### config.mk
export PLATFORM = sky130hd
export DESIGN_NAME = hsl_to_rgb_convert
export DESIGN_NICKNAME = d
export VERILOG_FILES = /design/src/rtl/core/htr_pkg.sv /design/src/rtl/core/hsl_to_rgb_convert.sv /design/src/rtl/core/htr_front.sv /design/src/rtl/core/htr_xdiv.sv /design/src/rtl/core/htr_mix.sv
export VERILOG_INCLUDE_DIRS = /design/src /design/src/rtl/core
export SDC_FILE = /design/constraint.sdc
export NUM_CORES = 1
export LEC_CHECK = 0
export BUFFER_PORTS_ARGS = -buffer_cell sky130_fd_sc_hd__buf_2
export CAP_MARGIN = 10
export CORE_ASPECT_RATIO = 1.25
export CORE_UTILIZATION = 30
export DETAILED_ROUTE_END_ITERATION = 8
export GPL_TIMING_DRIVEN = 0
export HOLD_SLACK_MARGIN = 0.15
export PLACE_DENSITY = 0.48
export SLEW_MARGIN = 20
export SYNTH_ARGS = -nofsm -noshare
export SYNTH_HDL_FRONTEND = slang
export SYNTH_SLANG_ARGS = --single-unit
### constraint.sdc
create_clock -name i_clk -period 13.65 [get_ports i_clk]
set_clock_uncertainty 0.05 [all_clocks]
set_input_delay 0.6825 -clock i_clk [delete_from_list [all_inputs] [get_ports i_clk]]
set_output_delay 0.6825 -clock i_clk [all_outputs]
set_load 0.005 [all_outputs]
### src/rtl/core/hsl_to_rgb_convert_defines.svh
// Assertion macros for the HSL to RGB conversion pipeline.
// Included by every RTL file that carries concurrent assertions; needs i_clk and i_rst_n.
`ifndef HSL_TO_RGB_CONVERT_DEFINES_SVH
`define HSL_TO_RGB_CONVERT_DEFINES_SVH
`ifndef SYNTH
`define HTR_ASSERT(lbl, prop) \
    lbl: assert property (@(posedge i_clk) disable iff (!i_rst_n) prop) \
        else $error("htr assertion failed");
`define HTR_ASSERT_HOLD(lbl, cond, sig) \
    lbl: assert property (@(posedge i_clk) disable iff (!i_rst_n) cond |=> $stable(sig)) \
        else $error("htr hold assertion failed");
`else
`define HTR_ASSERT(lbl, prop)
`define HTR_ASSERT_HOLD(lbl, cond, sig)
`endif
`endif

### src/rtl/core/htr_pkg.sv
// Shared widths, constants, hue sector codes and stage structs for HSL to RGB.
// No dependencies; used by every htr module and the top level.
package htr_pkg;

    localparam int HueW    = 13;
    localparam int FracW   = 9;
    localparam int ChanW   = 8;
    localparam int ChromaW = 17;
    localparam int WgtW    = 10;
    localparam int ProdW   = ChromaW + WgtW - 1;
    localparam int QuotW   = ProdW - 6;
    localparam int SumW    = ChromaW + 1;

    localparam logic [FracW-1:0]   UNIT       = 9'd256;
    localparam logic [HueW-1:0]    HUE_SECTOR = 13'd960;
    localparam logic [HueW-1:0]    HUE_PERIOD = 13'd1920;
    localparam logic [12:0]        RECIP_15   = 13'd4369;
    localparam logic [QuotW:0]     DIV_15     = 21'd15;

    typedef enum logic [2:0] {
        SEC_RY = 3'd0,
        SEC_YG = 3'd1,
        SEC_GC = 3'd2,
        SEC_CB = 3'd3,
        SEC_BM = 3'd4,
        SEC_MR = 3'd5
    } t_sector;

    typedef struct packed {
        logic [ChromaW-1:0] c;
        logic [FracW-1:0]   l;
        logic [WgtW-1:0]    w;
        t_sector            sec;
    } t_chroma;

    typedef struct packed {
        logic [QuotW-1:0]   q;
        logic [ChromaW-1:0] y;
        logic [ChromaW-1:0] c;
        logic [ChromaW-1:0] m;
        t_sector            sec;
    } t_split;

endpackage

### src/rtl/core/hsl_to_rgb_convert.sv
// Channel    Direction  Handshake                      Payload
// hsl        in         i_hsl_valid / o_hsl_ready      i_hue, i_saturation, i_lightness
// rgb        out        o_rgb_valid / i_rgb_ready      o_red, o_green, o_blue
//
// Six register stages; a transaction taken on hsl shows on rgb once it has passed through all six.
// One transaction per clock when the output side keeps ready high.
// The whole pipeline advances on one enable: output register empty or being taken.
// A stall freezes every stage in place; nothing is dropped or repeated.
// Reset clears the stage valid bits only.
// Depends on htr_pkg, htr_front, htr_xdiv, htr_mix.
module hsl_to_rgb_convert (
    input  logic                         i_clk,
    input  logic                         i_rst_n,
    input  logic                         i_hsl_valid,
    output logic                         o_hsl_ready,
    input  logic [htr_pkg::HueW-1:0]     i_hue,
    input  logic [htr_pkg::FracW-1:0]    i_saturation,
    input  logic [htr_pkg::FracW-1:0]    i_lightness,
    output logic                         o_rgb_valid,
    input  logic                         i_rgb_ready,
    output logic [htr_pkg::ChanW-1:0]    o_red,
    output logic [htr_pkg::ChanW-1:0]    o_green,
    output logic [htr_pkg::ChanW-1:0]    o_blue
);

    logic             en;
    logic             v_front, v_xdiv;
    htr_pkg::t_chroma d_front;
    htr_pkg::t_split  d_xdiv;

    assign en          = !o_rgb_valid || i_rgb_ready;
    assign o_hsl_ready = en;

    htr_front u_front (
        .i_clk        (i_clk),
        .i_rst_n      (i_rst_n),
        .i_en         (en),
        .i_valid      (i_hsl_valid),
        .i_hue        (i_hue),
        .i_saturation (i_saturation),
        .i_lightness  (i_lightness),
        .o_valid      (v_front),
        .o_data       (d_front)
    );

    htr_xdiv u_xdiv (
        .i_clk   (i_clk),
        .i_rst_n (i_rst_n),
        .i_en    (en),
        .i_valid (v_front),
        .i_data  (d_front),
        .o_valid (v_xdiv),
        .o_data  (d_xdiv)
    );

    htr_mix u_mix (
        .i_clk   (i_clk),
        .i_rst_n (i_rst_n),
        .i_en    (en),
        .i_valid (v_xdiv),
        .i_data  (d_xdiv),
        .o_valid (o_rgb_valid),
        .o_red   (o_red),
        .o_green (o_green),
        .o_blue  (o_blue)
    );

endmodule

### src/rtl/core/htr_front.sv
// Stages 1 and 2: saturate inputs, find hue sector and weight, multiply out chroma.
// Depends on htr_pkg and hsl_to_rgb_convert_defines.svh.
`include "hsl_to_rgb_convert_defines.svh"
module htr_front (
    input  logic                           i_clk,
    input  logic                           i_rst_n,
    input  logic                           i_en,
    input  logic                           i_valid,
    input  logic [htr_pkg::HueW-1:0]       i_hue,
    input  logic [htr_pkg::FracW-1:0]      i_saturation,
    input  logic [htr_pkg::FracW-1:0]      i_lightness,
    output logic                           o_valid,
    output htr_pkg::t_chroma               o_data
);

    logic [htr_pkg::FracW-1:0] n_s, n_l, n_a, l_dev;
    logic [htr_pkg::FracW:0]   two_l;
    logic [htr_pkg::HueW-1:0]  rem, base, rdist;
    logic [htr_pkg::WgtW-1:0]  n_w;
    htr_pkg::t_sector          n_sec;
    logic [8:1]                ge;

    logic                      r_v1;
    logic [htr_pkg::FracW-1:0] r_a, r_s, r_l;
    logic [htr_pkg::WgtW-1:0]  r_w;
    htr_pkg::t_sector          r_sec;
    logic                      r_v2;
    htr_pkg::t_chroma          r_out;

    always_comb begin
        n_s   = (i_saturation > htr_pkg::UNIT) ? htr_pkg::UNIT : i_saturation;
        n_l   = (i_lightness > htr_pkg::UNIT) ? htr_pkg::UNIT : i_lightness;
        two_l = {n_l, 1'b0};
        if (two_l >= {1'b0, htr_pkg::UNIT}) begin
            l_dev = htr_pkg::FracW'(two_l - {1'b0, htr_pkg::UNIT});
        end else begin
            l_dev = htr_pkg::FracW'({1'b0, htr_pkg::UNIT} - two_l);
        end
        n_a = htr_pkg::UNIT - l_dev;

        for (int k = 1; k <= 8; k++) begin
            ge[k] = ({3'b0, i_hue} >= 16'(k) * 16'(htr_pkg::HUE_SECTOR));
        end
        if (ge[5]) begin
            n_sec = htr_pkg::SEC_MR;
        end else if (ge[4]) begin
            n_sec = htr_pkg::SEC_BM;
        end else if (ge[3]) begin
            n_sec = htr_pkg::SEC_CB;
        end else if (ge[2]) begin
            n_sec = htr_pkg::SEC_GC;
        end else if (ge[1]) begin
            n_sec = htr_pkg::SEC_YG;
        end else begin
            n_sec = htr_pkg::SEC_RY;
        end

        if (ge[8]) begin
            base = htr_pkg::HueW'(4 * htr_pkg::HUE_PERIOD);
        end else if (ge[6]) begin
            base = htr_pkg::HueW'(3 * htr_pkg::HUE_PERIOD);
        end else if (ge[4]) begin
            base = htr_pkg::HueW'(2 * htr_pkg::HUE_PERIOD);
        end else if (ge[2]) begin
            base = htr_pkg::HUE_PERIOD;
        end else begin
            base = '0;
        end
        rem = i_hue - base;
        if (rem >= htr_pkg::HUE_SECTOR) begin
            rdist = rem - htr_pkg::HUE_SECTOR;
        end else begin
            rdist = htr_pkg::HUE_SECTOR - rem;
        end
        n_w = htr_pkg::WgtW'(htr_pkg::HUE_SECTOR - rdist);
    end

    always_ff @(posedge i_clk) begin
        if (!i_rst_n) begin
            r_v1 <= 1'b0;
            r_v2 <= 1'b0;
        end else if (i_en) begin
            r_v1 <= i_valid;
            r_v2 <= r_v1;
        end
    end

    always_ff @(posedge i_clk) begin
        if (i_en) begin
            r_a       <= n_a;
            r_s       <= n_s;
            r_l       <= n_l;
            r_w       <= n_w;
            r_sec     <= n_sec;
            r_out.c   <= htr_pkg::ChromaW'(r_a * r_s);
            r_out.l   <= r_l;
            r_out.w   <= r_w;
            r_out.sec <= r_sec;
        end
    end

    assign o_valid = r_v2;
    assign o_data  = r_out;

    `HTR_ASSERT(a_weight_range, r_v1 |-> (r_w <= htr_pkg::WgtW'(htr_pkg::HUE_SECTOR)))
    `HTR_ASSERT(a_chroma_range, r_v2 |-> (r_out.c <= htr_pkg::ChromaW'(65536)))

endmodule

### src/rtl/core/htr_xdiv.sv
// Stages 3 and 4: weight chroma, form the offset m, estimate the divide by 960.
// Depends on htr_pkg and hsl_to_rgb_convert_defines.svh.
`include "hsl_to_rgb_convert_defines.svh"
module htr_xdiv (
    input  logic             i_clk,
    input  logic             i_rst_n,
    input  logic             i_en,
    input  logic             i_valid,
    input  htr_pkg::t_chroma i_data,
    output logic             o_valid,
    output htr_pkg::t_split  o_data
);

    logic [htr_pkg::ProdW-1:0]   prod;
    logic [htr_pkg::ChromaW-1:0] n_m, lq;
    logic [htr_pkg::QuotW+12:0]  est;

    logic                        r_v3;
    logic [htr_pkg::QuotW-1:0]   r_q;
    logic [htr_pkg::ChromaW-1:0] r_c, r_m;
    htr_pkg::t_sector            r_sec;
    logic                        r_v4;
    htr_pkg::t_split             r_out;

    always_comb begin
        prod = htr_pkg::ProdW'(i_data.c * i_data.w);
        lq   = {i_data.l, 8'b0};
        n_m  = (lq >= {1'b0, i_data.c[htr_pkg::ChromaW-1:1]}) ?
               lq - {1'b0, i_data.c[htr_pkg::ChromaW-1:1]} : '0;
        est  = r_q * htr_pkg::RECIP_15;
    end

    always_ff @(posedge i_clk) begin
        if (!i_rst_n) begin
            r_v3 <= 1'b0;
            r_v4 <= 1'b0;
        end else if (i_en) begin
            r_v3 <= i_valid;
            r_v4 <= r_v3;
        end
    end

    always_ff @(posedge i_clk) begin
        if (i_en) begin
            r_q       <= prod[htr_pkg::ProdW-1:6];
            r_c       <= i_data.c;
            r_m       <= n_m;
            r_sec     <= i_data.sec;
            r_out.q   <= r_q;
            r_out.y   <= est[htr_pkg::QuotW+12:16];
            r_out.c   <= r_c;
            r_out.m   <= r_m;
            r_out.sec <= r_sec;
        end
    end

    assign o_valid = r_v4;
    assign o_data  = r_out;

    `HTR_ASSERT(a_offset_no_floor, i_valid |-> (lq >= {1'b0, i_data.c[htr_pkg::ChromaW-1:1]}))

endmodule

### src/rtl/core/htr_mix.sv
// Stages 5 and 6: finish the divide, permute by sector, scale and clamp channels.
// Depends on htr_pkg and hsl_to_rgb_convert_defines.svh.
`include "hsl_to_rgb_convert_defines.svh"
module htr_mix (
    input  logic                         i_clk,
    input  logic                         i_rst_n,
    input  logic                         i_en,
    input  logic                         i_valid,
    input  htr_pkg::t_split              i_data,
    output logic                         o_valid,
    output logic [htr_pkg::ChanW-1:0]    o_red,
    output logic [htr_pkg::ChanW-1:0]    o_green,
    output logic [htr_pkg::ChanW-1:0]    o_blue
);

    logic [htr_pkg::QuotW:0]     rr;
    logic [htr_pkg::ChromaW-1:0] x, rt, gt, bt;

    logic                        r_v5;
    logic [htr_pkg::SumW-1:0]    r_tr, r_tg, r_tb;
    logic                        r_v6;
    logic [htr_pkg::ChanW-1:0]   r_red, r_green, r_blue;

    function automatic logic [htr_pkg::ChanW-1:0] to_chan(input logic [htr_pkg::SumW-1:0] t);
        logic [htr_pkg::SumW+7:0] sc;
        sc = {t, 8'b0} - {8'b0, t};
        return (sc[htr_pkg::SumW+7:16] > 'd255) ? 8'd255 : htr_pkg::ChanW'(sc[htr_pkg::SumW+7:16]);
    endfunction

    always_comb begin
        rr = {1'b0, i_data.q} - (htr_pkg::QuotW+1)'({4'b0, i_data.y} * htr_pkg::DIV_15);
        x  = (rr >= htr_pkg::DIV_15) ? i_data.y + htr_pkg::ChromaW'(1) : i_data.y;
        case (i_data.sec)
            htr_pkg::SEC_RY: begin rt = i_data.c; gt = x;        bt = '0;       end
            htr_pkg::SEC_YG: begin rt = x;        gt = i_data.c; bt = '0;       end
            htr_pkg::SEC_GC: begin rt = '0;       gt = i_data.c; bt = x;        end
            htr_pkg::SEC_CB: begin rt = '0;       gt = x;        bt = i_data.c; end
            htr_pkg::SEC_BM: begin rt = x;        gt = '0;       bt = i_data.c; end
            default:         begin rt = i_data.c; gt = '0;       bt = x;        end
        endcase
    end

    always_ff @(posedge i_clk) begin
        if (!i_rst_n) begin
            r_v5 <= 1'b0;
            r_v6 <= 1'b0;
        end else if (i_en) begin
            r_v5 <= i_valid;
            r_v6 <= r_v5;
        end
    end

    always_ff @(posedge i_clk) begin
        if (i_en) begin
            r_tr    <= {1'b0, rt} + {1'b0, i_data.m};
            r_tg    <= {1'b0, gt} + {1'b0, i_data.m};
            r_tb    <= {1'b0, bt} + {1'b0, i_data.m};
            r_red   <= to_chan(r_tr);
            r_green <= to_chan(r_tg);
            r_blue  <= to_chan(r_tb);
        end
    end

    assign o_valid = r_v6;
    assign o_red   = r_red;
    assign o_green = r_green;
    assign o_blue  = r_blue;

    `HTR_ASSERT(a_x_below_chroma, i_valid |-> (x <= i_data.c))
    `HTR_ASSERT(a_div_exact, i_valid |-> (rr < (htr_pkg::QuotW+1)'(30)))
    `HTR_ASSERT_HOLD(a_stall_holds, !i_en, {r_v5, r_v6, r_red, r_green, r_blue})

endmodule

==> flow_metrics.tcl <==
set metrics [dict create \
    period_share_pct 65.4 \
    relSlewSlack_pct 27.6 \
    cap_viol_max_count 0 \
    critPathKind "flop to flop" \
    avgRoutedWirePerCell_um 16.4 \
    num-fill-cells 9418 \
    synth_ff_type "edfxtp_1" \
    synth_cell_type_count 84 \
    synth_fp_nets 3336 \
    io_pins 61 \
    final_nets 3438 \
    hold_buffers 0 \
    ant_nets 0 \
    cp_max_fo 10 \
    layout_setup_ws_ns 4.72 \
    cp_data_arrival_time_ns 9.17 \
    dp_hpwl_um 54800 \
    gr-usage-all-layers_pct 14.6 \
    initial_core_util_pct 30.2 \
    synth_edf_count 283 \
    syn_inst 2760 \
    ys_seq_area_share_pct 31.2 \
    grt_setup_unrepaired "false" \
    insertedDiodeCount 0 \
    die_y_um 341 \
    avgViaCountPerCell 4.77 \
    clk_pin_slew_ns 0.06 \
    syn_area_um2 27600 \
    ys_warn_count 0 \
    grt_pass1_wl_um 108000 \
    drc_errors 0 \
    cp-end-kind "flop" \
    clock-root-buffer "clkbuf_16" \
    synth_top_area_share_pct 30.8 \
    cts-buffers-inserted 38 \
    place_congestion 0.912 \
    clockBufferDepth 3 \
    die_x_um 273 \
    post_cts_buffers 0 \
    drive_gt1_share_pct 5.36 \
    hold_viol 0 \
    synth.area.top_cells "edfxtp_1 (31%), fa_1 (16%), ha_1 (15%), inv_1 (5.5%), xnor2_1 (3.7%)" \
    htree_levels 2 \
    final_cell_mix "inv_1 (402), ha_1 (320), edfxtp_1 (283), nand2_1 (254), fa_1 (221)" \
    grt_max_degree 56 \
    cpMaxStageDelayCell "or4_4" \
    clk_latency_ns 0.55 \
    area_growth_pct 11.5 \
    path_buf_inv 4 \
    grt_antenna_before_repair 0 \
    worstPathRequired_ns 13.89 \
    synth.ff_latch_count 289 \
    cts_resized 0 \
    layout_commonest_cell "inv_1" \
    port_buffers 56 \
    cts_tree "done" \
    dpl_worst_slack_ns 4.76 \
    grt.overflow.total 0 \
    firstDrtPassIters 7 \
    critPathTopFamily "compound AO/OA/AOI/OAI gates" \
    num_vias 19500 \
    async_flop_share_pct 0 \
    cp-start-kind "flop" \
    fin_crit_ns 8.93 \
    first_iter_violations 987 \
    cts.sink_count 289 \
    outcome "finished clean" \
    syn_area_per_cell_um2 10.0 \
    wirelength_um 67000 \
    fmaxAchievable_ghz 0.112 \
    tightest_slew_ns 1.08 \
    hold_path_class "flop to flop" \
    rows 124 \
    yosysTopAreaCell "edfxtp_1" \
    drv_slew 0 \
    grt_pass1_vias 19800 \
    dieArea_um2 93200 \
    cp_slowest_stage_delay_ns 0.67 \
    setup_viol 0 \
    core_um2 91400 \
]
layer usage:
| layer | track usage (%) | part of all wire (%) |
|---|---|---|
| met5 | 0 | 0 |
| met4 | 4.62 | 3.1 |
| met3 | 1.50 | 2.4 |
| met2 | 26.5 | 51 |
| met1 | 17.8 | 43 |
flip-flops by register name (all words and copies together) (netlist names), 9 cells and up:
name and flops:
u_front.o_data 38, u_front.r_l 9, u_front.r_s 9, u_front.r_w 10, u_mix.r_tb 18, u_mix.r_tg 18, u_mix.r_tr 18, u_xdiv.o_data 73
u_xdiv.r_c 16, u_xdiv.r_m 17, u_xdiv.r_q 20
path summary, 6_finish.rpt:
check	cells past startpoint	from	slack, ns	to
max	26	u_xdiv.o_data[42]	4.72	u_mix.r_tb[17]
min	0	u_xdiv.r_c[14]	0.35	u_xdiv.o_data[34]
max reg2reg	26	u_xdiv.o_data[42]	4.72	u_mix.r_tb[17]
min reg2reg	0	u_xdiv.r_c[14]	0.35	u_xdiv.o_data[34]
final cells by class:
class / count / area (um^2) / share of cell area, %
multi-input combinational: 1995 / 17200 / 55.9
sequential: 289 / 8620 / 28.0
inverter: 402 / 1510 / 4.90
tap: 1197 / 1500 / 4.87
clock buffer: 45 / 998 / 3.24
timing repair buffer: 62 / 423 / 1.37
buffer: 74 / 294 / 0.956
clock inverter: 25 / 243 / 0.789
Yosys cell counts, types with 9 or more instances:
cell and number:
inv_1 402, ha_1 320, edfxtp_1 283, nand2_1 254, fa_1 221, nor2_1 173, xnor2_1 117, and2_1 100
a21oi_1 95, o21ai_0 77, clkbuf_1 66, nand3_1 51, a21o_1 49, nor3_1 47, a211oi_1 45, nor2b_1 43
xor2_1 40, nand4_1 26, nand2b_1 23, o21a_1 21, and3_1 20, nor4_1 20, a31oi_1 17, o21bai_1 17
a311oi_1 15, a21boi_0 14, o31ai_1 13, or3_1 13, mux2i_1 12, a221o_1 11, a211o_1 10, o2111ai_1 10
o211ai_1 10, and4_1 9
stage by stage:
stage	cell area, um^2	cells	util [%]	TNS [ns]	hold WS (ns)
3_5_place_dp	29500	4019	32.3	0	0.355
3_3_place_gp	29400	4013	32.2	-0.511	0.350
2_1_floorplan	27600	2760	-	0	0.350
4_1_cts	30800	4089	33.7	0	0.318
5_1_grt	30800	4089	33.7	0	0.344
6_report	30800	4089	33.7	0	0.354
kinds of logic (layout without fill, tap and decap cells):
logic type	after synthesis	in the layout	synth area share (%)
AND/OR/NAND/NOR	810	810	14.3
adder cells (fa/ha/maj)	541	541	30.5
buffers and inverters	476	608	6.52
AO/OA/AOI/OAI	473	473	11.9
flip-flops	289	289	31.2
XOR/XNOR	157	157	4.98
multiplexers	14	14	0.517
Power is not shown: default switching activity piles up to over one toggle a cycle in this logic, so the estimate is an artifact.
